**config.mk**
```make
export PLATFORM = sky130hd
export DESIGN_NAME = clook_disk_scheduler
export DESIGN_NICKNAME = d
export VERILOG_FILES = /design/src/sv/clook_pkg.sv /design/src/sv/clook_map_ram.sv /design/src/sv/clook_loader.sv /design/src/sv/clook_sweep.sv /design/src/sv/clook_disk_scheduler.sv
export SDC_FILE = /design/constraint.sdc
export NUM_CORES = 1
export LEC_CHECK = 0
export BUFFER_PORTS_ARGS = -buffer_cell sky130_fd_sc_hd__buf_2
export CAP_MARGIN = 10
export CORE_AREA = 2 2 207 209
export DETAILED_ROUTE_END_ITERATION = 8
export DIE_AREA = 0 0 209 211
export GPL_TIMING_DRIVEN = 0
export PLACE_DENSITY = 0.61
export SLEW_MARGIN = 25
export SYNTH_ARGS = -nofsm -noshare
export SYNTH_HDL_FRONTEND = slang
export SYNTH_HIERARCHICAL = 1
export SYNTH_SLANG_ARGS = --single-unit
```
**constraint.sdc**
```tcl
create_clock -name clk_i -period 18.1 [get_ports clk_i]
set_input_delay 3.62 -clock clk_i [delete_from_list [all_inputs] [get_ports clk_i]]
set_output_delay 3.62 -clock clk_i [all_outputs]
set_load 0.1 [all_outputs]
```
**src/sv/clook_pkg.sv**
```systemverilog
// Shared types and constants for the C-LOOK disk scheduler.
// Used by the loader, sweep engine and top level; depends on nothing else.
`timescale 1ns / 1ps
`default_nettype none

package clook_pkg;

  localparam int unsigned CYL_W            = 8;
  localparam int unsigned COST_W           = 10;
  localparam int unsigned DIST_W           = 9;
  localparam int unsigned MAP_DEPTH_MAX    = 256;
  localparam int unsigned CYLINDERS_DEF    = 256;
  localparam int unsigned MAX_REQUESTS_DEF = 64;

  localparam logic [COST_W-1:0] COST_MAX   = 10'd1023;
  localparam logic [DIST_W-1:0] NO_NEAREST = 9'd511;

  typedef struct packed {
    logic [CYL_W-1:0] request_cylinder;
    logic             last_request;
  } in_req_t;

  typedef struct packed {
    logic [CYL_W-1:0]  serviced_cylinder;
    logic [COST_W-1:0] running_cost;
    logic              final_item;
  } out_rsp_t;

  typedef struct packed {
    logic [CYL_W-1:0] start;
    logic             down;
  } batch_t;

  typedef enum logic [1:0] {
    ST_CLEAR,
    ST_LOAD,
    ST_START,
    ST_SWEEP
  } state_e;

endpackage

`default_nettype wire

```
**src/sv/clook_map_ram.sv**
```systemverilog
// Presence bitmap memory: one write port, one read port with registered data.
// Depends on nothing outside this file.
`timescale 1ns / 1ps
`default_nettype none

module clook_map_ram #(
  parameter int unsigned DEPTH = 256,
  localparam int unsigned AW   = $clog2(DEPTH)
) (
  input  wire logic          clk_i,
  input  wire logic          we_i,
  input  wire logic [AW-1:0] waddr_i,
  input  wire logic          wdata_i,
  input  wire logic          re_i,
  input  wire logic [AW-1:0] raddr_i,
  output logic               rdata_o
);

  logic mem [DEPTH];
  logic rdata_q;

  always_ff @(posedge clk_i) begin
    if (we_i) begin
      mem[waddr_i] <= wdata_i;
    end
    if (re_i) begin
      rdata_q <= mem[raddr_i];
    end
  end

  assign rdata_o = rdata_q;

endmodule

`default_nettype wire

```
**src/sv/clook_loader.sv**
```systemverilog
// Batch tracker: start head, nearest other request and request count.
// Depends on clook_pkg.
`timescale 1ns / 1ps
`default_nettype none

module clook_loader #(
  parameter int unsigned MAP_LEN      = 256,
  parameter int unsigned MAX_REQUESTS = 64,
  localparam int unsigned CNT_W       = $clog2(MAX_REQUESTS + 1),
  localparam int unsigned LIM_W       = clook_pkg::CYL_W + 1
) (
  input  wire logic                          clk_i,
  input  wire logic                          rst_ni,
  input  wire logic                          accept_i,
  input  wire logic [clook_pkg::CYL_W-1:0]   cyl_i,
  input  wire logic                          clear_i,
  output logic                               load_o,
  output logic                               loaded_o,
  output clook_pkg::batch_t                  batch_o
);

  logic [CNT_W-1:0]                count_q, count_d;
  logic [clook_pkg::CYL_W-1:0]     start_q, start_d;
  logic [clook_pkg::DIST_W-1:0]    near_dist_q, near_dist_d;
  logic [clook_pkg::CYL_W-1:0]     near_pos_q, near_pos_d;
  logic                            in_range;
  logic                            full;
  logic [clook_pkg::CYL_W-1:0]     diff;

  assign in_range = {1'b0, cyl_i} < LIM_W'(MAP_LEN);
  assign full     = count_q == CNT_W'(MAX_REQUESTS);
  assign load_o   = accept_i && in_range && !full;
  assign diff     = (cyl_i > start_q) ? (cyl_i - start_q) : (start_q - cyl_i);

  always_comb begin
    count_d     = count_q;
    start_d     = start_q;
    near_dist_d = near_dist_q;
    near_pos_d  = near_pos_q;
    if (clear_i) begin
      count_d     = '0;
      start_d     = '0;
      near_dist_d = clook_pkg::NO_NEAREST;
      near_pos_d  = '0;
    end else if (load_o) begin
      count_d = count_q + CNT_W'(1);
      if (count_q == '0) begin
        start_d = cyl_i;
      end else if (clook_pkg::DIST_W'(diff) < near_dist_q) begin
        near_dist_d = clook_pkg::DIST_W'(diff);
        near_pos_d  = cyl_i;
      end
    end
  end

  always_ff @(posedge clk_i or negedge rst_ni) begin
    if (!rst_ni) begin
      count_q     <= '0;
      start_q     <= '0;
      near_dist_q <= clook_pkg::NO_NEAREST;
      near_pos_q  <= '0;
    end else begin
      count_q     <= count_d;
      start_q     <= start_d;
      near_dist_q <= near_dist_d;
      near_pos_q  <= near_pos_d;
    end
  end

  assign loaded_o      = count_q != '0;
  assign batch_o.start = start_q;
  assign batch_o.down  = (near_dist_q != clook_pkg::NO_NEAREST) && (near_pos_q < start_q);

endmodule

`default_nettype wire

```
**src/sv/clook_sweep.sv**
```systemverilog
// Sweep engine: walks the bitmap around from the start head, clears each
// cylinder it reads and builds the result stream. Depends on clook_pkg.
`timescale 1ns / 1ps
`default_nettype none

module clook_sweep #(
  parameter int unsigned MAP_LEN = 256,
  localparam int unsigned MAP_AW = $clog2(MAP_LEN)
) (
  input  wire logic                clk_i,
  input  wire logic                rst_ni,
  input  wire logic                start_i,
  input  wire clook_pkg::batch_t   batch_i,
  output logic                     map_re_o,
  output logic [MAP_AW-1:0]        map_raddr_o,
  input  wire logic                map_rdata_i,
  output logic                     map_we_o,
  output logic [MAP_AW-1:0]        map_waddr_o,
  output logic                     done_o,
  output logic                     out_valid_o,
  output clook_pkg::out_rsp_t      out_rsp_o,
  input  wire logic                out_stall_i
);

  localparam logic [MAP_AW-1:0] LAST_ADDR = MAP_AW'(MAP_LEN - 1);
  localparam int unsigned SUM_W = clook_pkg::COST_W + 1;

  logic                           adv, issue, hit, iss_last;
  logic                           down_q;
  logic                           iss_busy_q;
  logic [MAP_AW-1:0]              iss_addr_q, iss_addr_nxt;
  logic [MAP_AW-1:0]              iss_cnt_q;
  logic                           s1_valid_q, s1_last_q;
  logic [MAP_AW-1:0]              s1_addr_q;
  logic                           pend_valid_q, flush_q;
  logic [clook_pkg::CYL_W-1:0]    pend_cyl_q, head_q, hit_cyl;
  logic [clook_pkg::COST_W-1:0]   pend_cost_q, cost_q, new_cost;
  logic [clook_pkg::CYL_W-1:0]    diff;
  logic [SUM_W-1:0]               sum;
  logic                           out_valid_q;
  clook_pkg::out_rsp_t            out_rsp_q;

  assign adv      = !out_valid_q || !out_stall_i;
  assign issue    = iss_busy_q && adv;
  assign hit      = s1_valid_q && map_rdata_i;
  assign iss_last = iss_cnt_q == LAST_ADDR;

  always_comb begin
    if (down_q) begin
      iss_addr_nxt = (iss_addr_q == '0) ? LAST_ADDR : iss_addr_q - MAP_AW'(1);
    end else begin
      iss_addr_nxt = (iss_addr_q == LAST_ADDR) ? '0 : iss_addr_q + MAP_AW'(1);
    end
  end

  assign hit_cyl  = clook_pkg::CYL_W'(s1_addr_q);
  assign diff     = (head_q > hit_cyl) ? (head_q - hit_cyl) : (hit_cyl - head_q);
  assign sum      = SUM_W'(cost_q) + SUM_W'(diff);
  assign new_cost = (sum > SUM_W'(clook_pkg::COST_MAX)) ? clook_pkg::COST_MAX
                                                        : sum[clook_pkg::COST_W-1:0];

  assign map_re_o    = issue;
  assign map_raddr_o = iss_addr_q;
  assign map_we_o    = adv && s1_valid_q;
  assign map_waddr_o = s1_addr_q;
  assign done_o      = adv && flush_q;

  always_ff @(posedge clk_i or negedge rst_ni) begin
    if (!rst_ni) begin
      iss_busy_q   <= 1'b0;
      s1_valid_q   <= 1'b0;
      pend_valid_q <= 1'b0;
      flush_q      <= 1'b0;
      out_valid_q  <= 1'b0;
    end else if (start_i) begin
      iss_busy_q   <= 1'b1;
      s1_valid_q   <= 1'b0;
      pend_valid_q <= 1'b0;
      flush_q      <= 1'b0;
      if (adv) begin
        out_valid_q <= 1'b0;
      end
    end else if (adv) begin
      s1_valid_q  <= issue;
      if (issue && iss_last) begin
        iss_busy_q <= 1'b0;
      end
      out_valid_q <= (hit && pend_valid_q) || flush_q;
      if (hit) begin
        pend_valid_q <= 1'b1;
      end
      flush_q <= s1_valid_q && s1_last_q;
    end
  end

  always_ff @(posedge clk_i) begin
    if (start_i) begin
      down_q     <= batch_i.down;
      iss_addr_q <= MAP_AW'(batch_i.start);
      iss_cnt_q  <= '0;
      head_q     <= batch_i.start;
      cost_q     <= '0;
    end else if (adv) begin
      s1_addr_q <= iss_addr_q;
      s1_last_q <= iss_last;
      if (issue) begin
        iss_addr_q <= iss_addr_nxt;
        iss_cnt_q  <= iss_cnt_q + MAP_AW'(1);
      end
      if (hit && pend_valid_q) begin
        out_rsp_q.serviced_cylinder <= pend_cyl_q;
        out_rsp_q.running_cost      <= pend_cost_q;
        out_rsp_q.final_item        <= 1'b0;
      end else if (flush_q) begin
        out_rsp_q.serviced_cylinder <= pend_cyl_q;
        out_rsp_q.running_cost      <= pend_cost_q;
        out_rsp_q.final_item        <= 1'b1;
      end
      if (hit) begin
        pend_cyl_q  <= hit_cyl;
        pend_cost_q <= new_cost;
        head_q      <= hit_cyl;
        cost_q      <= new_cost;
      end
    end
  end

  assign out_valid_o = out_valid_q;
  assign out_rsp_o   = out_rsp_q;

endmodule

`default_nettype wire

```
**src/sv/clook_disk_scheduler.sv**
```systemverilog
// Top level of the C-LOOK disk scheduler: control sequencer, bitmap memory,
// batch tracker and sweep engine. Depends on clook_pkg and the clook_* modules.
//
// Usage: requests arrive on in_valid_i / in_stall_o / in_req_i, one per
// cycle while the block is loading. The first request of a batch sets the
// start head; every in-range request, up to MAX_REQUESTS per batch, marks
// its cylinder in a bitmap memory. A request with last_request set closes
// the batch and, if it loaded any request, starts the sweep. Results leave
// on out_valid_o / out_stall_i / out_rsp_o, one per serviced cylinder, the
// last one flagged with final_item. The sweep reads one bitmap entry per
// cycle while the output is not stalled, over all MAP_LEN entries (MAP_LEN
// = min(CYLINDERS, 256)); in_stall_o is high until the sweep is done.
// The output register holds a result until taken; a stalled output pauses
// the sweep without loss. The next batch may load while the final result
// still waits.
// After reset the block runs a clearing pass over all MAP_LEN bitmap
// entries, with in_stall_o high, before it takes its first request.
`timescale 1ns / 1ps
`default_nettype none

module clook_disk_scheduler #(
  parameter int unsigned CYLINDERS    = clook_pkg::CYLINDERS_DEF,
  parameter int unsigned MAX_REQUESTS = clook_pkg::MAX_REQUESTS_DEF
) (
  input  wire logic                clk_i,
  input  wire logic                rst_ni,
  input  wire logic                in_valid_i,
  output logic                     in_stall_o,
  input  wire clook_pkg::in_req_t  in_req_i,
  output logic                     out_valid_o,
  input  wire logic                out_stall_i,
  output clook_pkg::out_rsp_t      out_rsp_o
);

  localparam int unsigned MAP_LEN = (CYLINDERS < clook_pkg::MAP_DEPTH_MAX)
                                    ? CYLINDERS : clook_pkg::MAP_DEPTH_MAX;
  localparam int unsigned MAP_AW  = $clog2(MAP_LEN);
  localparam logic [MAP_AW-1:0] LAST_ADDR = MAP_AW'(MAP_LEN - 1);

  clook_pkg::state_e   state_q, state_d;
  logic [MAP_AW-1:0]   clr_q;
  logic                accept, load, loaded, go, sweep_start, batch_clear;
  clook_pkg::batch_t   batch;
  logic                sw_re, sw_we, sw_done;
  logic [MAP_AW-1:0]   sw_raddr, sw_waddr;
  logic                mem_we, mem_wdata, mem_rdata;
  logic [MAP_AW-1:0]   mem_waddr;

  assign accept = in_valid_i && !in_stall_o;
  assign go     = accept && in_req_i.last_request && (loaded || load);

  always_comb begin
    state_d = state_q;
    unique case (state_q)
      clook_pkg::ST_CLEAR: begin
        if (clr_q == LAST_ADDR) begin
          state_d = clook_pkg::ST_LOAD;
        end
      end
      clook_pkg::ST_LOAD: begin
        if (go) begin
          state_d = clook_pkg::ST_START;
        end
      end
      clook_pkg::ST_START: begin
        state_d = clook_pkg::ST_SWEEP;
      end
      clook_pkg::ST_SWEEP: begin
        if (sw_done) begin
          state_d = clook_pkg::ST_LOAD;
        end
      end
      default: state_d = clook_pkg::ST_CLEAR;
    endcase
  end

  always_comb begin
    in_stall_o  = 1'b1;
    sweep_start = 1'b0;
    batch_clear = 1'b0;
    mem_we      = 1'b0;
    mem_waddr   = sw_waddr;
    mem_wdata   = 1'b0;
    unique case (state_q)
      clook_pkg::ST_CLEAR: begin
        mem_we    = 1'b1;
        mem_waddr = clr_q;
      end
      clook_pkg::ST_LOAD: begin
        in_stall_o = 1'b0;
        mem_we     = load;
        mem_waddr  = MAP_AW'(in_req_i.request_cylinder);
        mem_wdata  = 1'b1;
        batch_clear = accept && in_req_i.last_request && !go;
      end
      clook_pkg::ST_START: begin
        sweep_start = 1'b1;
        batch_clear = 1'b1;
      end
      clook_pkg::ST_SWEEP: begin
        mem_we = sw_we;
      end
      default: begin
        in_stall_o = 1'b1;
      end
    endcase
  end

  always_ff @(posedge clk_i or negedge rst_ni) begin
    if (!rst_ni) begin
      state_q <= clook_pkg::ST_CLEAR;
      clr_q   <= '0;
    end else begin
      state_q <= state_d;
      if (state_q == clook_pkg::ST_CLEAR) begin
        clr_q <= clr_q + MAP_AW'(1);
      end
    end
  end

  clook_map_ram #(
    .DEPTH (MAP_LEN)
  ) u_map (
    .clk_i   (clk_i),
    .we_i    (mem_we),
    .waddr_i (mem_waddr),
    .wdata_i (mem_wdata),
    .re_i    (sw_re),
    .raddr_i (sw_raddr),
    .rdata_o (mem_rdata)
  );

  clook_loader #(
    .MAP_LEN      (MAP_LEN),
    .MAX_REQUESTS (MAX_REQUESTS)
  ) u_loader (
    .clk_i    (clk_i),
    .rst_ni   (rst_ni),
    .accept_i (accept),
    .cyl_i    (in_req_i.request_cylinder),
    .clear_i  (batch_clear),
    .load_o   (load),
    .loaded_o (loaded),
    .batch_o  (batch)
  );

  clook_sweep #(
    .MAP_LEN (MAP_LEN)
  ) u_sweep (
    .clk_i       (clk_i),
    .rst_ni      (rst_ni),
    .start_i     (sweep_start),
    .batch_i     (batch),
    .map_re_o    (sw_re),
    .map_raddr_o (sw_raddr),
    .map_rdata_i (mem_rdata),
    .map_we_o    (sw_we),
    .map_waddr_o (sw_waddr),
    .done_o      (sw_done),
    .out_valid_o (out_valid_o),
    .out_rsp_o   (out_rsp_o),
    .out_stall_i (out_stall_i)
  );

endmodule

`default_nettype wire
```
==> results of run 1 <==
-- flip-flops by register name, summed over array words and instances, names as in the netlist, 9 cells and up --
signal                flops
u_sweep/out_rsp_o        19
u_loader/near_dist_q      9
u_map/mem               256
u_sweep/cost_q           10
u_sweep/pend_cost_q      10
-- metrics by stage --
step           std cells  util (%)
2_1_floorplan       1519         -
3_3_place_gp        2091      46.8
3_5_place_dp        2096      47.1
4_1_cts             2174      50.2
5_1_grt             2174      50.2
6_report            2174      50.2
-- worst max-delay path, delay by kind of cell --
family | cells | cell delay, ns
AND/OR/NAND/NOR | 1 | 0.13
buffers and inverters | 5 | 0.82
multiplexers | 1 | 0.25
adder cells (fa/ha/maj) | 2 | 0.59
XOR/XNOR | 1 | 0.22
AO/OA/AOI/OAI | 8 | 1.60
-- kinds of logic after synthesis --
group | share of synthesized area, %
and+or+nand+nor | 12.7
AOI/OAI and AO/OA | 7.54
adders and majority gates | 4.89
buffers and inverters | 3.41
xor gates and xnor gates | 1.69
DFF | 59.7
muxes | 10.1
-- cells in the final DEF, fill, tap and decap left out, drive strengths merged, types with 14 or more instances in the layout --
cell,instances
a21o,18
a21oi,40
a22oi,16
buf,66
clkbuf,110
clkinv,20
dfrtp,38
dfxtp,18
edfxtp,320
ha,65
inv,63
mux2i,82
mux4,42
nand2,88
nand2b,14
nand3,38
nand4,15
nor2,326
o21ai,31
o22ai,23
xnor2,17
xor2,19
-- worst paths after layout --
kind                                      endpoint  cells past startpoint  slack, ns              startpoint
max                        u_loader/near_dist_q[3]                     18      11.36             in_req_i[6]
min in group asynchronous   u_loader/near_pos_q[1]                      1       3.08                  rst_ni
min                           u_sweep/out_rsp_o[1]                      0       0.42  u_sweep/pend_cost_q[0]
max in group asynchronous   u_loader/near_pos_q[4]                      1      14.58                  rst_ni
max reg2reg                 u_sweep/pend_cost_q[7]                     18      13.39  u_sweep/map_waddr_o[0]
min reg2reg                   u_sweep/out_rsp_o[1]                      0       0.42  u_sweep/pend_cost_q[0]
-- power by group --
group	switching, mW	internal, mW	total [mW]	leakage [nW]
Sequential	0.124	1.28	1.40	3.68
Combinational	1.39	0.770	2.16	3.29
Clock	0.356	0.462	0.818	0.636
Total	1.87	2.51	4.38	7.60
-- area by class of cell --
| cell class | instances | area [um^2] |
|---|---|---|
| fillers | 3641 | 20800 |
| clock inverters | 23 | 163 |
| clock buffers | 55 | 1140 |
| plain buffers | 83 | 404 |
| multi-input cells | 989 | 6920 |
| well taps | 539 | 674 |
| flip-flops and latches | 385 | 11200 |
| repair buffers | 38 | 273 |
| inverters | 62 | 233 |
-- per-layer routing --
| metal | vias up | part of all wire, % |
|---|---|---|
| li1 | 5712 | - |
| met1 | 6148 | 42 |
| met4 | 0 | 3.1 |
| met5 | - | 0 |
| met2 | 397 | 48 |
| met3 | 94 | 6.5 |
==> results.json, run 1 <==
{
  "status": "complete, no violations",
  "rsz0062_at_grt": "no",
  "num_rows": 75,
  "grt_pass1_vias": 12075,
  "setup_slack_ns": 11.36,
  "path_max_fanout": 10,
  "cts_tree": "built",
  "core_area_um2": 41800,
  "synthCells": 1519,
  "leakage_nw": 7.60,
  "top_usage_layer": "met2",
  "synth-edff-count": 320,
  "start_util_pct": 44.8,
  "relSlewSlack_pct": 31.0,
  "grt_usage_pct": 21.1,
  "post-route-min-period_ns": 6.74,
  "crit_path_max_incr_delay_ns": 0.39,
  "max-clock-path-buffers": 3,
  "postCtsHoldBufs": 0,
  "drt_iter0_drc": 1004,
  "worst_setup_path_end_kind": "flip-flop",
  "ant_nets": 0,
  "dieWidth_um": 209,
  "drive_gt1_share_pct": 12.1,
  "numPortBuffers": 33,
  "cts-buffers-inserted": 44,
  "clk_pin_slew_worst_paths_ns": 0.06,
  "synth_common_cells": "nor2_1 (325), edfxtp_1 (320), nand2_1 (88), mux2i_1 (82), ha_1 (65)",
  "grt_max_degree": 85,
  "tightest_slew_ns": 1.03,
  "p_total_mw": 4.38,
  "synthToLayoutAreaGrowth_pct": 12.2,
  "via_count": 12351,
  "ys.warnings.count": 6,
  "die_y_um": 211,
  "post_cts_resized": 0,
  "grt_pass1_wl_mm": 70.0,
  "grt_antenna_before_repair": 0,
  "crit_slowest_cell": "clkbuf_1",
  "met2_usage_pct": 35.5,
  "netlist-cell-type-count": 75,
  "synth_flop_cell": "edfxtp_1",
  "yosys.area.top_type_share_pct": 51.4,
  "criticalPathCategory": "in2reg",
  "cellPowerDensity_nw_per_um2": 209,
  "avgViaCountPerCell": 5.68,
  "synth_nets": 1602,
  "cp_cell_sequence": "buf_2 -> inv_1 -> ha_1 -> buf_6 -> a21o_1 -> a211o_1 -> o21ai_4 -> mux2i_1 -> xor2_1 -> inv_1 -> ha_1 -> a21o_1 -> a31oi_1 -> o21a_1 -> o21bai_1 -> clkbuf_1 -> nand3b_1 -> o31a_1",
  "hold_path_class": "reg2reg",
  "clk_latency_ns": 0.59,
  "yosysMostFrequentCell": "nor2_1",
  "ys_ff_latch": 385,
  "drt-total-wl_mm": 46.0,
  "holdWs_ns": 0.418,
  "synth.area.top_cells": "edfxtp_1 (51%), nor2_1 (6.5%), dfrtp_1 (5.1%), mux4_2 (5.1%), mux2i_1 (4.4%)",
  "top_level_ports": 34,
  "dp_hpwl_mm": 30.4,
  "pre_cts_ws_ns": 10.80,
  "crit_path_start_kind": "input port",
  "clock.fmax_mhz": 148,
  "cts_setup_buffers": 0,
  "ir_drop_mv": 0.131,
  "yosysSeqAreaShare_pct": 59.7,
  "async_reset_ff_share_pct": 12.2,
  "finalInstanceArea_um2": 21000,
  "synth_area_per_cell_um2": 12.3,
  "syn-cell-area_um2": 18700,
  "synth_area_leader_cell": "edfxtp_1",
  "cap_violations": 0,
  "post-route-period-util_pct": 37.2,
  "setup_viol": 0,
  "h-tree-depth": 2,
  "report.final.slew_viol_count": 0,
  "cts_sinks": 385,
  "finalHoldViolations": 0,
  "use_met3_pct": 3.58,
  "met1_usage_pct": 27.3,
  "cp.required_ns": 18.60,
  "gr-total-overflow": 0,
  "arrival_ns": 7.23,
  "dieArea_um2": 44100,
  "gp_congestion": 0.856,
  "fin_nets": 1686,
  "wl_per_cell_um": 21.2,
  "clock_skew_ns": 0.0272,
  "ctsRootBufferMaster": "clkbuf_16",
  "drt-pass1-iter-count": 6,
  "placed_cell_area_um2": 19700,
  "fin_tns_setup_ns": 0,
  "drc": 0,
  "diodes": 0
}
(Power assumes the default switching activity.)
==> inputs of run 2 (changes only) <==
--- a/config.mk
+++ b/config.mk
@@ -11,7 +11,7 @@
 export DETAILED_ROUTE_END_ITERATION = 8
 export DIE_AREA = 0 0 209 211
 export GPL_TIMING_DRIVEN = 0
-export PLACE_DENSITY = 0.61
+export PLACE_DENSITY = 0.63
 export SLEW_MARGIN = 25
 export SYNTH_ARGS = -nofsm -noshare
 export SYNTH_HDL_FRONTEND = slang
==> constraint.sdc (replaced) <==
create_clock -name clk_i -period 5.7 [get_ports clk_i]
set_input_delay 1.14 -clock clk_i [delete_from_list [all_inputs] [get_ports clk_i]]
set_output_delay 1.14 -clock clk_i [all_outputs]
set_load 0.1 [all_outputs]
==> run 2 against run 1 <==
  * Setup slack worse by 10 ns
  * Combinational power rose to 3.2 times the previous value
  * Critical path depth decreased by 1
  * Sequential share of layout area is essentially flat
  * Clock power grew to 3.2 times the previous value
  * Core utilization hardly changed
  * Global-route usage rose by 0.22 points
  * Die area stayed put
  * Count of clock-buffer cells in the layout is 1 lower
  * Cell count is 0.14% lower
  * Sequential power rose to 3.2 times the previous value
==> results.json, run 2 (same netlist as run 1, synthesis figures left out) <==
{
  "report.final.slew_viol_count": 0,
  "numPortBuffers": 33,
  "rsz0062_at_grt": "no",
  "crit_buf_inv": 3,
  "whs_endpoint": "u_sweep/out_rsp_o[9]",
  "final_common_cell": "nor2_1",
  "wl_per_cell_um": 21.1,
  "gr-total-overflow": 0,
  "path_max_fanout": 10,
  "setup_viol": 0,
  "post-route-min-period_ns": 4.68,
  "leakage_nw": 7.60,
  "cellPowerDensity_nw_per_um2": 664,
  "fin_nets": 1684,
  "clk_pin_slew_worst_paths_ns": 0.06,
  "cts_tree": "built",
  "cp_cell_sequence": "inv_1 -> ha_1 -> buf_6 -> a211o_1 -> a21oi_4 -> o2bb2ai_4 -> mux2_4 -> a211oi_2 -> xnor2_1 -> ha_1 -> nand3_1 -> a21oi_1 -> nor3_1 -> o21bai_1 -> nand3_1 -> clkbuf_1 -> nand2_1",
  "reg2reg_to": "u_sweep/pend_cost_q[6]",
  "gp_congestion": 0.855,
  "worst_setup_path_end_kind": "flip-flop",
  "final_core_util_pct": 50.2,
  "crit_family": "compound AO/OA/AOI/OAI gates",
  "dp_hpwl_mm": 30.1,
  "min-delay-start": "u_sweep/pend_cost_q[8]",
  "largest_reg_flops": 256,
  "layout_common_cells": "nor2_1 (324), edfxtp_1 (320), nand2_1 (88)",
  "setup_slack_ns": 1.02,
  "cts_sinks": 385,
  "instances_no_fill": 2171,
  "drt_iter0_drc": 1196,
  "top_usage_layer": "met2",
  "holdPathStages": 0,
  "synthToLayoutAreaGrowth_pct": 12.1,
  "ant_nets": 0,
  "met1_usage_pct": 27.9,
  "grt_usage_pct": 21.3,
  "cap_violations": 0,
  "placed_cell_area_um2": 19700,
  "clk_latency_ns": 0.59,
  "hold_path_class": "reg2reg",
  "die_y_um": 211,
  "tightest_slew_ns": 1.05,
  "clock.fmax_mhz": 214,
  "arrival_ns": 4.97,
  "cts_setup_buffers": 0,
  "core_area_um2": 41800,
  "max-clock-path-buffers": 3,
  "avgViaCountPerCell": 5.66,
  "diodes": 0,
  "cts-buffers-inserted": 42,
  "fin_tns_setup_ns": 0,
  "drt-pass1-iter-count": 7,
  "met2_usage_pct": 36.0,
  "top_level_ports": 34,
  "ir_drop_mv": 0.356,
  "p_total_mw": 13.9,
  "pre_cts_ws_ns": 0.806,
  "via_count": 12293,
  "crit_slowest_cell": "edfxtp_1",
  "postCtsHoldBufs": 0,
  "relSlewSlack_pct": 30.3,
  "fillers": 3626,
  "status": "complete, no violations",
  "grt_pass1_vias": 12319,
  "use_met3_pct": 3.42,
  "crit_path_start_kind": "flip-flop",
  "post-route-period-util_pct": 82.1,
  "drc": 0,
  "ctsRootBufferMaster": "clkbuf_16",
  "finalHoldViolations": 0,
  "h-tree-depth": 2,
  "drive_gt1_share_pct": 12.3,
  "holdWs_ns": 0.417,
  "grt_max_degree": 85,
  "rr_startpoint": "u_sweep/map_waddr_o[5]",
  "cp.required_ns": 6.00,
  "r2r_cells": 17,
  "criticalPathCategory": "reg2reg",
  "post_cts_resized": 0,
  "registers.top_by_ff_count": "u_map/mem",
  "dp.cells": 2096,
  "ff2ff_setup_slack_ns": 1.02,
  "drt-total-wl_mm": 45.8,
  "crit_path_max_incr_delay_ns": 0.49,
  "num_rows": 75,
  "dieArea_um2": 44100,
  "grt_antenna_before_repair": 0,
  "clock_skew_ns": 0.0295,
  "start_util_pct": 44.8,
  "dieWidth_um": 209,
  "finalInstanceArea_um2": 21000,
  "grt_pass1_wl_mm": 71.2
}
==> run 2: cell types whose count changed in the layout (fill, tap and decap cells not counted), sizes merged <==
cell    delta
bufinv     +1
clkbuf     -1
clkinv     -3
==> run 2: final cells by class <==
cell class,instances,area (um^2),share of cell area [%]
clock buffers,54,1130,5.38
repair buffers,38,277,1.32
flip-flops and latches,385,11200,53.2
well taps,539,674,3.22
multi-input cells,989,6920,33.0
clock inverters,21,169,0.806
inverters,62,233,1.11
plain buffers,83,404,1.93
==> run 2: worst register-to-register path: cells and delay by family, from the launching register on <==
family                   cells  cell delay, ns
adder cells (fa/ha/maj)      2            0.66
multiplexers                 1            0.34
flip-flops                   1            0.49
buffers and inverters        3            0.67
XOR/XNOR                     1            0.20
AND/OR/NAND/NOR              4            0.82
AO/OA/AOI/OAI                6            1.23
==> run 2: how the worst max path moves through the flow <==
stage,start,endpoint,depth (start not counted)
2_1_floorplan,state_q[1],u_map/mem[115],10
3_3_place_gp,state_q[1],u_map/mem[115],10
3_5_place_dp,in_req_i[6],u_loader/near_pos_q[2],18
4_1_cts,u_sweep/map_waddr_o[5],u_sweep/pend_cost_q[6],17
5_1_grt,u_sweep/map_waddr_o[0],u_sweep/pend_cost_q[6],18
6_report,u_sweep/map_waddr_o[5],u_sweep/pend_cost_q[6],17
==> run 2: layer usage <==
| metal | wire length, um | share of wire, % | vias up |
|---|---|---|---|
| met4 | 1330 | 2.9 | 0 |
| met2 | 22400 | 49 | 416 |
| met1 | 19100 | 42 | 6098 |
| li1 | - | - | 5692 |
| met3 | 3000 | 6.5 | 87 |
| met5 | 0 | 0 | - |
==> run 2: report_power, final <==
part,switching (mW),internal [mW]
combinational,4.40,2.45
clock,1.12,1.49
sequential,0.394,4.06
total,5.91,8.00
